==> src/rtl/dda_line_rasterizer_assert.svh <==
// Assertion macros for the DDA line rasteriser.
`ifndef DDA_LINE_RASTERIZER_ASSERT_SVH
`define DDA_LINE_RASTERIZER_ASSERT_SVH
`ifndef SYNTHESIS
`define DDA_ASSERT_IMP(lbl, clk, rst_n, ante, cons) \
  lbl: assert property (@(posedge clk) disable iff (!rst_n) (ante) |-> (cons)) \
    else $error("dda assertion failed");
`define DDA_ASSERT_NEXT(lbl, clk, rst_n, ante, cons) \
  lbl: assert property (@(posedge clk) disable iff (!rst_n) (ante) |=> (cons)) \
    else $error("dda assertion failed");
`else
`define DDA_ASSERT_IMP(lbl, clk, rst_n, ante, cons)
`define DDA_ASSERT_NEXT(lbl, clk, rst_n, ante, cons)
`endif
`endif

==> src/rtl/dda_pkg.sv <==
// Shared types, constants and helpers for the DDA line rasteriser.
`timescale 1ns / 1ps
package dda_pkg;

  localparam int CoordW          = 6;
  localparam int CoordRange      = 64;
  localparam int CfgW            = 7;
  localparam int AddrW           = 12;
  localparam int CountW          = 7;
  localparam int RegIdxW         = 4;
  localparam int FracBitsDefault = 16;

  localparam logic [RegIdxW-1:0] RegScreenWidth  = RegIdxW'(0);
  localparam logic [RegIdxW-1:0] RegScreenHeight = RegIdxW'(1);

  localparam logic [CfgW-1:0] ScreenWidthReset  = CfgW'(60);
  localparam logic [CfgW-1:0] ScreenHeightReset = CfgW'(30);

  typedef enum logic [1:0] {
    ST_IDLE,
    ST_DIV_X,
    ST_DIV_Y,
    ST_DRAW
  } state_e;

  typedef struct packed {
    logic [CoordW-1:0] start_x;
    logic [CoordW-1:0] start_y;
    logic [CoordW-1:0] end_x;
    logic [CoordW-1:0] end_y;
  } seg_t;

  typedef struct packed {
    logic [CoordW-1:0] pixel_x;
    logic [CoordW-1:0] pixel_y;
    logic [AddrW-1:0]  pixel_address;
    logic              inside_res;
    logic              last;
  } pix_t;

  typedef struct packed {
    logic [RegIdxW-1:0] reg_index;
    logic [CfgW-1:0]    wdata;
  } cfg_t;

  typedef struct packed {
    logic              start;
    logic [CoordW-1:0] dividend;
    logic [CoordW-1:0] divisor;
  } div_ctrl_t;

  typedef struct packed {
    logic busy;
    logic done;
  } div_status_t;

  typedef struct packed {
    logic              load;
    logic [CoordW-1:0] x1;
    logic [CoordW-1:0] y1;
    logic [CoordW-1:0] steps;
  } stp_ctrl_t;

  typedef struct packed {
    logic active;
    logic done;
  } stp_status_t;

  function automatic logic [CoordW-1:0] clamp_coord(input logic [CoordW-1:0] v);
    logic [CoordW-1:0] lim;
    lim = CoordW'(CoordRange - 1);
    return (v > lim) ? lim : v;
  endfunction

  function automatic logic [CoordW-1:0] abs_diff(input logic [CoordW-1:0] a,
                                                 input logic [CoordW-1:0] b);
    return (a >= b) ? (a - b) : (b - a);
  endfunction

endpackage

==> src/rtl/dda_stream_if.sv <==
// Valid/ready channel carrying one request of a given payload type.
`timescale 1ns / 1ps
interface dda_stream_if #(
  parameter type payload_t = logic
) ();
  logic     valid;
  logic     ready;
  payload_t data;

  modport source (output valid, output data, input ready);
  modport sink   (input valid, input data, output ready);
endinterface

==> src/rtl/dda_div.sv <==
// Shared serial divider: (dividend << FRAC_BITS) / divisor, one quotient bit a cycle.
`timescale 1ns / 1ps
module dda_div
  import dda_pkg::*;
#(
  parameter int FRAC_BITS = FracBitsDefault
) (
  input  logic                 clk_i,
  input  logic                 rst_ni,
  input  div_ctrl_t            ctrl_i,
  output div_status_t          status_o,
  output logic [FRAC_BITS:0]   quot_o
);

  localparam int QuotW = FRAC_BITS + 1;
  localparam int CntW  = $clog2(FRAC_BITS + 1);

  logic              busy_q, busy_d;
  logic              done_q, done_d;
  logic [CntW-1:0]   cnt_q, cnt_d;
  logic [CoordW-1:0] rem_q, rem_d;
  logic [CoordW-1:0] dvs_q, dvs_d;
  logic [QuotW-1:0]  quot_q, quot_d;

  logic [CoordW:0]   trial;
  logic [CoordW:0]   diff;
  logic              ge;

  always_comb begin
    // first cycle compares the plain remainder: integer bit of the quotient
    trial = (cnt_q == '0) ? {1'b0, rem_q} : {rem_q, 1'b0};
    diff  = trial - {1'b0, dvs_q};
    ge    = trial >= {1'b0, dvs_q};
  end

  always_comb begin
    busy_d = busy_q;
    done_d = 1'b0;
    cnt_d  = cnt_q;
    rem_d  = rem_q;
    dvs_d  = dvs_q;
    quot_d = quot_q;
    if (ctrl_i.start) begin
      busy_d = 1'b1;
      cnt_d  = '0;
      rem_d  = ctrl_i.dividend;
      dvs_d  = ctrl_i.divisor;
      quot_d = '0;
    end else if (busy_q) begin
      rem_d  = ge ? diff[CoordW-1:0] : trial[CoordW-1:0];
      quot_d = {quot_q[QuotW-2:0], ge};
      cnt_d  = cnt_q + CntW'(1);
      if (cnt_q == CntW'(FRAC_BITS)) begin
        busy_d = 1'b0;
        done_d = 1'b1;
      end
    end
  end

  always_ff @(posedge clk_i or negedge rst_ni) begin
    if (!rst_ni) begin
      busy_q <= 1'b0;
      done_q <= 1'b0;
      cnt_q  <= '0;
    end else begin
      busy_q <= busy_d;
      done_q <= done_d;
      cnt_q  <= cnt_d;
    end
  end

  always_ff @(posedge clk_i) begin
    rem_q  <= rem_d;
    dvs_q  <= dvs_d;
    quot_q <= quot_d;
  end

  assign status_o.busy = busy_q;
  assign status_o.done = done_q;
  assign quot_o        = quot_q;

endmodule

==> src/rtl/dda_stepper.sv <==
// Accumulator stepper and pixel output register.
`timescale 1ns / 1ps
module dda_stepper
  import dda_pkg::*;
#(
  parameter int FRAC_BITS = FracBitsDefault
) (
  input  logic                 clk_i,
  input  logic                 rst_ni,
  input  logic [CfgW-1:0]      width_i,
  input  logic [CfgW-1:0]      height_i,
  input  stp_ctrl_t            ctrl_i,
  input  logic [FRAC_BITS+1:0] x_inc_i,
  input  logic [FRAC_BITS+1:0] y_inc_i,
  output stp_status_t          status_o,
  dda_stream_if.source         pix_o
);

  localparam int AccW = CoordW + FRAC_BITS;
  localparam int IncW = FRAC_BITS + 2;
  localparam int ProdW = CoordW + CfgW;

  logic              active_q, active_d;
  logic [CountW-1:0] left_q, left_d;
  logic [AccW-1:0]   acc_x_q, acc_x_d;
  logic [AccW-1:0]   acc_y_q, acc_y_d;
  logic [IncW-1:0]   inc_x_q, inc_x_d;
  logic [IncW-1:0]   inc_y_q, inc_y_d;
  logic              out_valid_q, out_valid_d;
  pix_t              out_q, out_d;

  logic              adv;
  logic [CoordW-1:0] px, py;
  logic [ProdW-1:0]  addr_sum;

  assign adv = active_q && (!out_valid_q || pix_o.ready);
  assign px  = acc_x_q[AccW-1 -: CoordW];
  assign py  = acc_y_q[AccW-1 -: CoordW];

  always_comb begin
    addr_sum = ({{CfgW{1'b0}}, py} * {{CoordW{1'b0}}, width_i}) + {{CfgW{1'b0}}, px};
  end

  always_comb begin
    active_d    = active_q;
    left_d      = left_q;
    acc_x_d     = acc_x_q;
    acc_y_d     = acc_y_q;
    inc_x_d     = inc_x_q;
    inc_y_d     = inc_y_q;
    out_d       = out_q;
    out_valid_d = out_valid_q && !pix_o.ready;
    if (ctrl_i.load) begin
      active_d = 1'b1;
      left_d   = {1'b0, ctrl_i.steps} + CountW'(1);
      acc_x_d  = {ctrl_i.x1, {FRAC_BITS{1'b0}}};
      acc_y_d  = {ctrl_i.y1, {FRAC_BITS{1'b0}}};
      inc_x_d  = x_inc_i;
      inc_y_d  = y_inc_i;
    end else if (adv) begin
      out_valid_d         = 1'b1;
      out_d.pixel_x       = px;
      out_d.pixel_y       = py;
      out_d.pixel_address = addr_sum[AddrW-1:0];
      out_d.inside_res    = ({1'b0, px} < width_i) && ({1'b0, py} < height_i);
      out_d.last          = (left_q == CountW'(1));
      acc_x_d = acc_x_q + {{(AccW-IncW){inc_x_q[IncW-1]}}, inc_x_q};
      acc_y_d = acc_y_q + {{(AccW-IncW){inc_y_q[IncW-1]}}, inc_y_q};
      left_d  = left_q - CountW'(1);
      if (left_q == CountW'(1)) begin
        active_d = 1'b0;
      end
    end
  end

  always_ff @(posedge clk_i or negedge rst_ni) begin
    if (!rst_ni) begin
      active_q    <= 1'b0;
      left_q      <= '0;
      out_valid_q <= 1'b0;
    end else begin
      active_q    <= active_d;
      left_q      <= left_d;
      out_valid_q <= out_valid_d;
    end
  end

  always_ff @(posedge clk_i) begin
    acc_x_q <= acc_x_d;
    acc_y_q <= acc_y_d;
    inc_x_q <= inc_x_d;
    inc_y_q <= inc_y_d;
    out_q   <= out_d;
  end

  assign status_o.active = active_q;
  assign status_o.done   = adv && (left_q == CountW'(1));
  assign pix_o.valid     = out_valid_q;
  assign pix_o.data      = out_q;

endmodule

==> src/rtl/dda_line_rasterizer.sv <==
// Top level of the DDA line rasteriser: sequencer, config registers, divider and stepper.
//
//   channel  dir  payload                                            handshake
//   seg_i    in   start_x, start_y, end_x, end_y                     valid/ready
//   pix_o    out  pixel_x, pixel_y, pixel_address, inside_res, last  valid/ready
//   cfg_i    in   reg_index, wdata                                   valid/ready
//
// Both increments come from the one serial divider, x first and then y, and then the
// stepper gives one pixel per cycle while pix_o does not stall.
// A zero-length segment is accepted and yields nothing.
// seg_i is ready only when the sequencer is idle; cfg_i is always ready.
// A stall on pix_o holds the stepper; the registered pixel stays until taken.
// Reset returns the sequencer to idle and the screen size to 60 by 30.
`timescale 1ns / 1ps
`include "dda_line_rasterizer_assert.svh"
module dda_line_rasterizer
  import dda_pkg::*;
#(
  parameter int FRAC_BITS = FracBitsDefault
) (
  input  logic         clk_i,
  input  logic         rst_ni,
  dda_stream_if.sink   seg_i,
  dda_stream_if.source pix_o,
  dda_stream_if.sink   cfg_i
);

  localparam int QuotW = FRAC_BITS + 1;
  localparam int IncW  = FRAC_BITS + 2;

  state_e            state_q, state_d;
  logic [CfgW-1:0]   width_q, height_q;
  logic [CoordW-1:0] x1_q, y1_q, steps_q, mag_y_q;
  logic              neg_x_q, neg_y_q;
  logic [IncW-1:0]   x_inc_q;

  logic [CoordW-1:0] x1_c, y1_c, x2_c, y2_c, sx_c, sy_c, steps_c;
  logic              seg_acc;

  div_ctrl_t         div_ctrl;
  div_status_t       div_status;
  logic [QuotW-1:0]  quot;
  logic [IncW-1:0]   y_inc;
  stp_ctrl_t         stp_ctrl;
  stp_status_t       stp_status;

  always_comb begin
    x1_c    = clamp_coord(seg_i.data.start_x);
    y1_c    = clamp_coord(seg_i.data.start_y);
    x2_c    = clamp_coord(seg_i.data.end_x);
    y2_c    = clamp_coord(seg_i.data.end_y);
    sx_c    = abs_diff(x2_c, x1_c);
    sy_c    = abs_diff(y2_c, y1_c);
    steps_c = (sx_c > sy_c) ? sx_c : sy_c;
  end

  assign seg_acc = seg_i.valid && seg_i.ready;

  // next state
  always_comb begin
    state_d = state_q;
    unique case (state_q)
      ST_IDLE:  if (seg_acc && steps_c != '0) state_d = ST_DIV_X;
      ST_DIV_X: if (div_status.done) state_d = ST_DIV_Y;
      ST_DIV_Y: if (div_status.done) state_d = ST_DRAW;
      ST_DRAW:  if (stp_status.done) state_d = ST_IDLE;
      default:  state_d = ST_IDLE;
    endcase
  end

  // outputs
  always_comb begin
    seg_i.ready       = 1'b0;
    div_ctrl.start    = 1'b0;
    div_ctrl.dividend = mag_y_q;
    div_ctrl.divisor  = steps_q;
    stp_ctrl.load     = 1'b0;
    stp_ctrl.x1       = x1_q;
    stp_ctrl.y1       = y1_q;
    stp_ctrl.steps    = steps_q;
    unique case (state_q)
      ST_IDLE: begin
        seg_i.ready       = 1'b1;
        div_ctrl.start    = seg_i.valid && (steps_c != '0);
        div_ctrl.dividend = sx_c;
        div_ctrl.divisor  = steps_c;
      end
      ST_DIV_X: div_ctrl.start = div_status.done;
      ST_DIV_Y: stp_ctrl.load  = div_status.done;
      ST_DRAW:  ;
      default:  ;
    endcase
  end

  assign y_inc = neg_y_q ? (IncW'(0) - {1'b0, quot}) : {1'b0, quot};
  assign cfg_i.ready = 1'b1;

  always_ff @(posedge clk_i or negedge rst_ni) begin
    if (!rst_ni) begin
      state_q  <= ST_IDLE;
      width_q  <= ScreenWidthReset;
      height_q <= ScreenHeightReset;
    end else begin
      state_q <= state_d;
      if (cfg_i.valid) begin
        unique case (cfg_i.data.reg_index)
          RegScreenWidth:  width_q  <= cfg_i.data.wdata;
          RegScreenHeight: height_q <= cfg_i.data.wdata;
          default: ;
        endcase
      end
    end
  end

  always_ff @(posedge clk_i) begin
    if (seg_acc) begin
      x1_q    <= x1_c;
      y1_q    <= y1_c;
      steps_q <= steps_c;
      mag_y_q <= sy_c;
      neg_x_q <= x2_c < x1_c;
      neg_y_q <= y2_c < y1_c;
    end
    if (state_q == ST_DIV_X && div_status.done) begin
      x_inc_q <= neg_x_q ? (IncW'(0) - {1'b0, quot}) : {1'b0, quot};
    end
  end

  dda_div #(
    .FRAC_BITS (FRAC_BITS)
  ) u_div (
    .clk_i    (clk_i),
    .rst_ni   (rst_ni),
    .ctrl_i   (div_ctrl),
    .status_o (div_status),
    .quot_o   (quot)
  );

  dda_stepper #(
    .FRAC_BITS (FRAC_BITS)
  ) u_stepper (
    .clk_i    (clk_i),
    .rst_ni   (rst_ni),
    .width_i  (width_q),
    .height_i (height_q),
    .ctrl_i   (stp_ctrl),
    .x_inc_i  (x_inc_q),
    .y_inc_i  (y_inc),
    .status_o (stp_status),
    .pix_o    (pix_o)
  );

  `DDA_ASSERT_IMP(a_start_idle_div, clk_i, rst_ni, div_ctrl.start, !div_status.busy)
  `DDA_ASSERT_IMP(a_done_in_div, clk_i, rst_ni, div_status.done, (state_q == ST_DIV_X || state_q == ST_DIV_Y))
  `DDA_ASSERT_IMP(a_held_is_last, clk_i, rst_ni, pix_o.valid && !stp_status.active, pix_o.data.last)
  `DDA_ASSERT_NEXT(a_load_starts, clk_i, rst_ni, stp_ctrl.load, stp_status.active)

endmodule

==> src/flat_wrapper.sv <==
// flat-port wrapper written by rule: the top's interface ports become plain ports
module dda_line_rasterizer_flat import dda_pkg::*;
#(
  parameter int FRAC_BITS = FracBitsDefault
)
  (clk_i, rst_ni, seg_i_valid, seg_i_data, seg_i_ready, pix_o_valid, pix_o_data, pix_o_ready, cfg_i_valid, cfg_i_data, cfg_i_ready);
  dda_stream_if #(.payload_t(seg_t)) seg_i_i ();
  dda_stream_if #(.payload_t(pix_t)) pix_o_i ();
  dda_stream_if #(.payload_t(cfg_t)) cfg_i_i ();
  input  logic clk_i;
  input  logic rst_ni;
  input wire logic [$bits(seg_i_i.valid)-1:0] seg_i_valid;
  input wire logic [$bits(seg_i_i.data)-1:0] seg_i_data;
  output wire logic [$bits(seg_i_i.ready)-1:0] seg_i_ready;
  output wire logic [$bits(pix_o_i.valid)-1:0] pix_o_valid;
  output wire logic [$bits(pix_o_i.data)-1:0] pix_o_data;
  input wire logic [$bits(pix_o_i.ready)-1:0] pix_o_ready;
  input wire logic [$bits(cfg_i_i.valid)-1:0] cfg_i_valid;
  input wire logic [$bits(cfg_i_i.data)-1:0] cfg_i_data;
  output wire logic [$bits(cfg_i_i.ready)-1:0] cfg_i_ready;
  assign seg_i_i.valid = seg_i_valid;
  assign seg_i_i.data = seg_i_data;
  assign seg_i_ready = seg_i_i.ready;
  assign pix_o_valid = pix_o_i.valid;
  assign pix_o_data = pix_o_i.data;
  assign pix_o_i.ready = pix_o_ready;
  assign cfg_i_i.valid = cfg_i_valid;
  assign cfg_i_i.data = cfg_i_data;
  assign cfg_i_ready = cfg_i_i.ready;
  dda_line_rasterizer #(.FRAC_BITS(FRAC_BITS)) u_core (.clk_i(clk_i), .rst_ni(rst_ni), .seg_i(seg_i_i), .pix_o(pix_o_i), .cfg_i(cfg_i_i));
endmodule
==> config.mk <==
export PLATFORM = sky130hd
export DESIGN_NAME = dda_line_rasterizer_flat
export DESIGN_NICKNAME = d
export VERILOG_FILES = /design/src/rtl/dda_pkg.sv /design/src/rtl/dda_stream_if.sv /design/src/rtl/dda_div.sv /design/src/rtl/dda_stepper.sv /design/src/rtl/dda_line_rasterizer.sv /design/src/flat_wrapper.sv
export VERILOG_INCLUDE_DIRS = /design/src /design/src/rtl
export SDC_FILE = /design/constraint.sdc
export NUM_CORES = 1
export LEC_CHECK = 0
export BUFFER_PORTS_ARGS = -buffer_cell sky130_fd_sc_hd__buf_2
export CORE_MARGIN = 3
export CORE_UTILIZATION = 45
export DETAILED_ROUTE_END_ITERATION = 12
export GPL_TIMING_DRIVEN = 0
export PLACE_DENSITY = 0.59
export RECOVER_POWER = 100
export SYNTH_ARGS = -nofsm -noshare
export SYNTH_HDL_FRONTEND = slang
export SYNTH_SLANG_ARGS = --single-unit
==> constraint.sdc <==
create_clock -name clk_i -period 13.15 [get_ports clk_i]
set_input_delay 3.945 -clock clk_i [delete_from_list [all_inputs] [get_ports clk_i]]
set_output_delay 3.945 -clock clk_i [all_outputs]
set_load 0.1 [all_outputs]
==> reports/summary.txt <==
outcome: complete, but fails checks
failing checks: capacitance limit, slew limit
core area: 29,170 µm²
RSZ-0062 raised after global routing: no
FP Rows: 62
TritonCTS clock tree: built
DP Wirelength: 22,010 µm
crit path launch type: primary input
area share of the largest cell type after synthesis: 28.84%
I/O Buffers: 65
P_leak: 6.475 nW
Critical Path AT: 8.87 ns
period utilisation layout: 65.59%
max-cap viol count: 5
total grt overflow: 0
antenna viol nets, final: 0
layout cells sized above 1: 8.011%
Setup Fix Bufs, Post-CTS: 0
synth unique cells: 71
post-synthesis instance area: 13,540 µm²
Die Wd: 179.4 µm
WL/cell: 15.68 µm
Ys Warns: 0
total wire length: 28,730 µm
# setup viols final: 0
clock slew at reported path FFs: 0.06 ns
top cells by area, synth: edfxtp_1 29%, ha_1 12%, dfxtp_1 7.2%
syn nets: 1,532
clk buf depth: 3
via count: 9,509
first-pass GRT wire length: 46,940 µm
count leader, synth: nand2_1
EDFF count, synth: 130
main flop type after synthesis: edfxtp_1
utilization after layout: 51.48%
Max Clock Skew: 0.01149 ns
CP Cell Sequence: buf_2 -> clkbuf_1 -> ha_1 -> fa_1 -> nand3b_1 -> a31oi_1 -> nor2_1 -> mux2i_1 -> xnor2_1 -> ha_1 -> nand3_1 -> o22ai_1 -> o21ai_0 -> nor2_1 -> mux2_1 -> or2_0 -> o32a_1 -> clkbuf_1 -> mux2i_1
Vias/cell: 5.191
WP data required: 13.40 ns
Post-CTS Resized: 0
die area: 32,200 µm²
register area share after synthesis: 42.07%
Die Span Y: 179.4 µm
DRT iter0 DRCs: 431
worst r2r src: u_core.u_stepper.acc_y_q[21]
CP endpoint kind: flop
peak supply drop: 123.1 µV
HP Start: u_core.x_inc_q[0]
Yosys reg bits: 211
Avg Cell Area, Syn: 10.13 µm²
area grow syn2layout: 10.92%
vias in the first global route: 9,236
PwrDens: 251.7 nW/µm²
largest net degree at the start of global routing: 39
post-route minimum period: 8.626 ns
IO Pins: 69
Worst-Margin Slew: 2.037 ns
Post-Synthesis Cells: 1,336
clock sink count: 211
Async SR Flop Fraction: 15.17%
Hold-fix buffers, CTS: 0
list of most frequent post-synthesis cells: 165 x nand2_1, 130 x edfxtp_1, 126 x ha_1
Starting Density: 46.41%
Worst Setup Path Type: in -> reg
Crit-path slowest cell: o21ai_0
Clk Tree Root Cell: clkbuf_16
clock latency on the worst-skew pair: 0.52 ns
GPL Wtd Cong: 0.8377
initial antenna violation count: 0
CP max stage delay: 0.74 ns
H-Tree Depth: 1
Reg area: 5695 µm²
antenna cells: 0
fmax: 115.9 MHz
DRC Markers: 0
final hold vios: 0
Synth area leader: edfxtp_1
min-delay worst type: reg -> reg
Total GRT Usage: 17.42%
slew margin rel.: -35.81%
final-layout fill cell count: 2,679
setup_tns: 0 ns
crit-path max FO: 10
area occupied by multi-input gates: 7058 µm²
First-pass DRT Iterations: 5
nets: 1,625
FF-to-FF setup slack: 8.56 ns
number of buffers created by CTS: 25
Slew Limit Fails: 157
Crit. Startpoint: seg_i_data[18]
path summary, 6_finish.rpt:
check	to	depth (start not counted)
min in group asynchronous	u_core.height_q[5]	1
worst min-delay path	u_core.u_stepper.inc_x_q[0]	0
max in group asynchronous	u_core.u_div.cnt_q[1]	1
worst max register to register	u_core.u_stepper.pix_o.data[13]	15
worst max-delay path	u_core.u_div.rem_q[1]	19
worst min register to register	u_core.u_stepper.inc_x_q[0]	0
kinds of logic (layout without fill, tap and decap cells):
family | after synthesis | count (layout) | synth area share [%]
fa+ha+maj | 156 | 156 | 16.08
flops | 211 | 211 | 42.07
xor+xnor | 99 | 99 | 6.405
simple gates | 375 | 375 | 12.90
other cells | 1 | 1 | 0.02770
buf+inv | 179 | 291 | 5.232
compound gates | 252 | 252 | 12.38
mux | 63 | 63 | 4.899
area by class of cell:
cell class | count | area share, %
Buffer | 64 | 1.675
Clock buffer | 37 | 5.025
Clock inverter | 9 | 0.4083
Inverter | 115 | 2.875
Multi-Input combinational cell | 946 | 47.01
Sequential cell | 211 | 37.93
Tap cell | 384 | 3.200
Timing Repair Buffer | 66 | 1.875
critical path: cells and delay by family:
family / cells / cell delay, ns
AND/OR/NAND/NOR: 5 / 0.83
AO/OA/AOI/OAI: 4 / 1.63
XOR/XNOR: 1 / 0.20
multiplexers: 3 / 0.83
adder cells (fa/ha/maj): 3 / 0.90
buffers and inverters: 3 / 0.53
layout by cell type (no fill, tap or decap), drive strengths merged, types with 5 or more instances in the layout:
cell type,n
clkinv,7
dfstp,8
nand2b,10
o21ai,40
nor3,21
a21o,21
mux2,26
edfxtp,130
nand4,7
mux2i,37
a211oi,8
o21bai,6
nand2,165
nand3,20
a22o,13
dfrtp,24
nor2b,8
a31oi,8
inv,115
nand3b,7
fa,30
dfxtp,49
o311ai,6
a221oi,5
xor2,30
a21boi,5
clkbuf,130
or3,14
o31ai,8
buf,37
a21oi,93
o21a,5
and2,26
ha,126
xnor2,69
nor2,80
sequential cells by signal, summed over array words and instances (netlist names), 2 cells and up:
signal                       count
u_core.height_q                  7
u_core.mag_y_q                   6
u_core.state_q                   2
u_core.steps_q                   6
u_core.u_div.cnt_q               5
u_core.u_div.dvs_q               6
u_core.u_div.quot_o             17
u_core.u_div.rem_q               6
u_core.u_stepper.acc_x_q        22
u_core.u_stepper.acc_y_q        22
u_core.u_stepper.inc_x_q        18
u_core.u_stepper.inc_y_q        18
u_core.u_stepper.left_q          7
u_core.u_stepper.pix_o.data     26
u_core.width_q                   7
u_core.x1_q                      6
u_core.x_inc_q                  18
u_core.y1_q                      6
report_power, final:
part           internal [mW]  switching (mW)
Combinational          0.788            1.19
Clock                  0.399           0.266
Sequential             0.993           0.148
through the flow:
step / total power, mW / area [µm²] / setup WS (ns) / cells / hold WS (ns)
after floorplan: 2.758 / 13540 / 5.171 / 1336 / 0.4003
after global placement: 3.107 / 14340 / 4.513 / 1785 / 0.4035
after detailed placement: 3.150 / 14370 / 4.461 / 1786 / 0.4084
after CTS: 3.843 / 15180 / 4.984 / 1832 / 0.4230
after global routing: 4.116 / 15010 / 4.068 / 1832 / 0.4261
final: 3.780 / 15010 / 4.524 / 1832 / 0.4205
layer usage:
| layer | up-vias | wire (µm) | GRT usage (%) |
|---|---|---|---|
| met5 | - | 0 | 0 |
| met1 | 4492 | 13760 | 24.36 |
| met4 | 0 | 654 | 4.115 |
| met3 | 46 | 864 | 2.203 |
| li1 | 4845 | - | - |
| met2 | 126 | 13440 | 29.03 |
No activity file was read; power rests on OpenSTA's default activity.
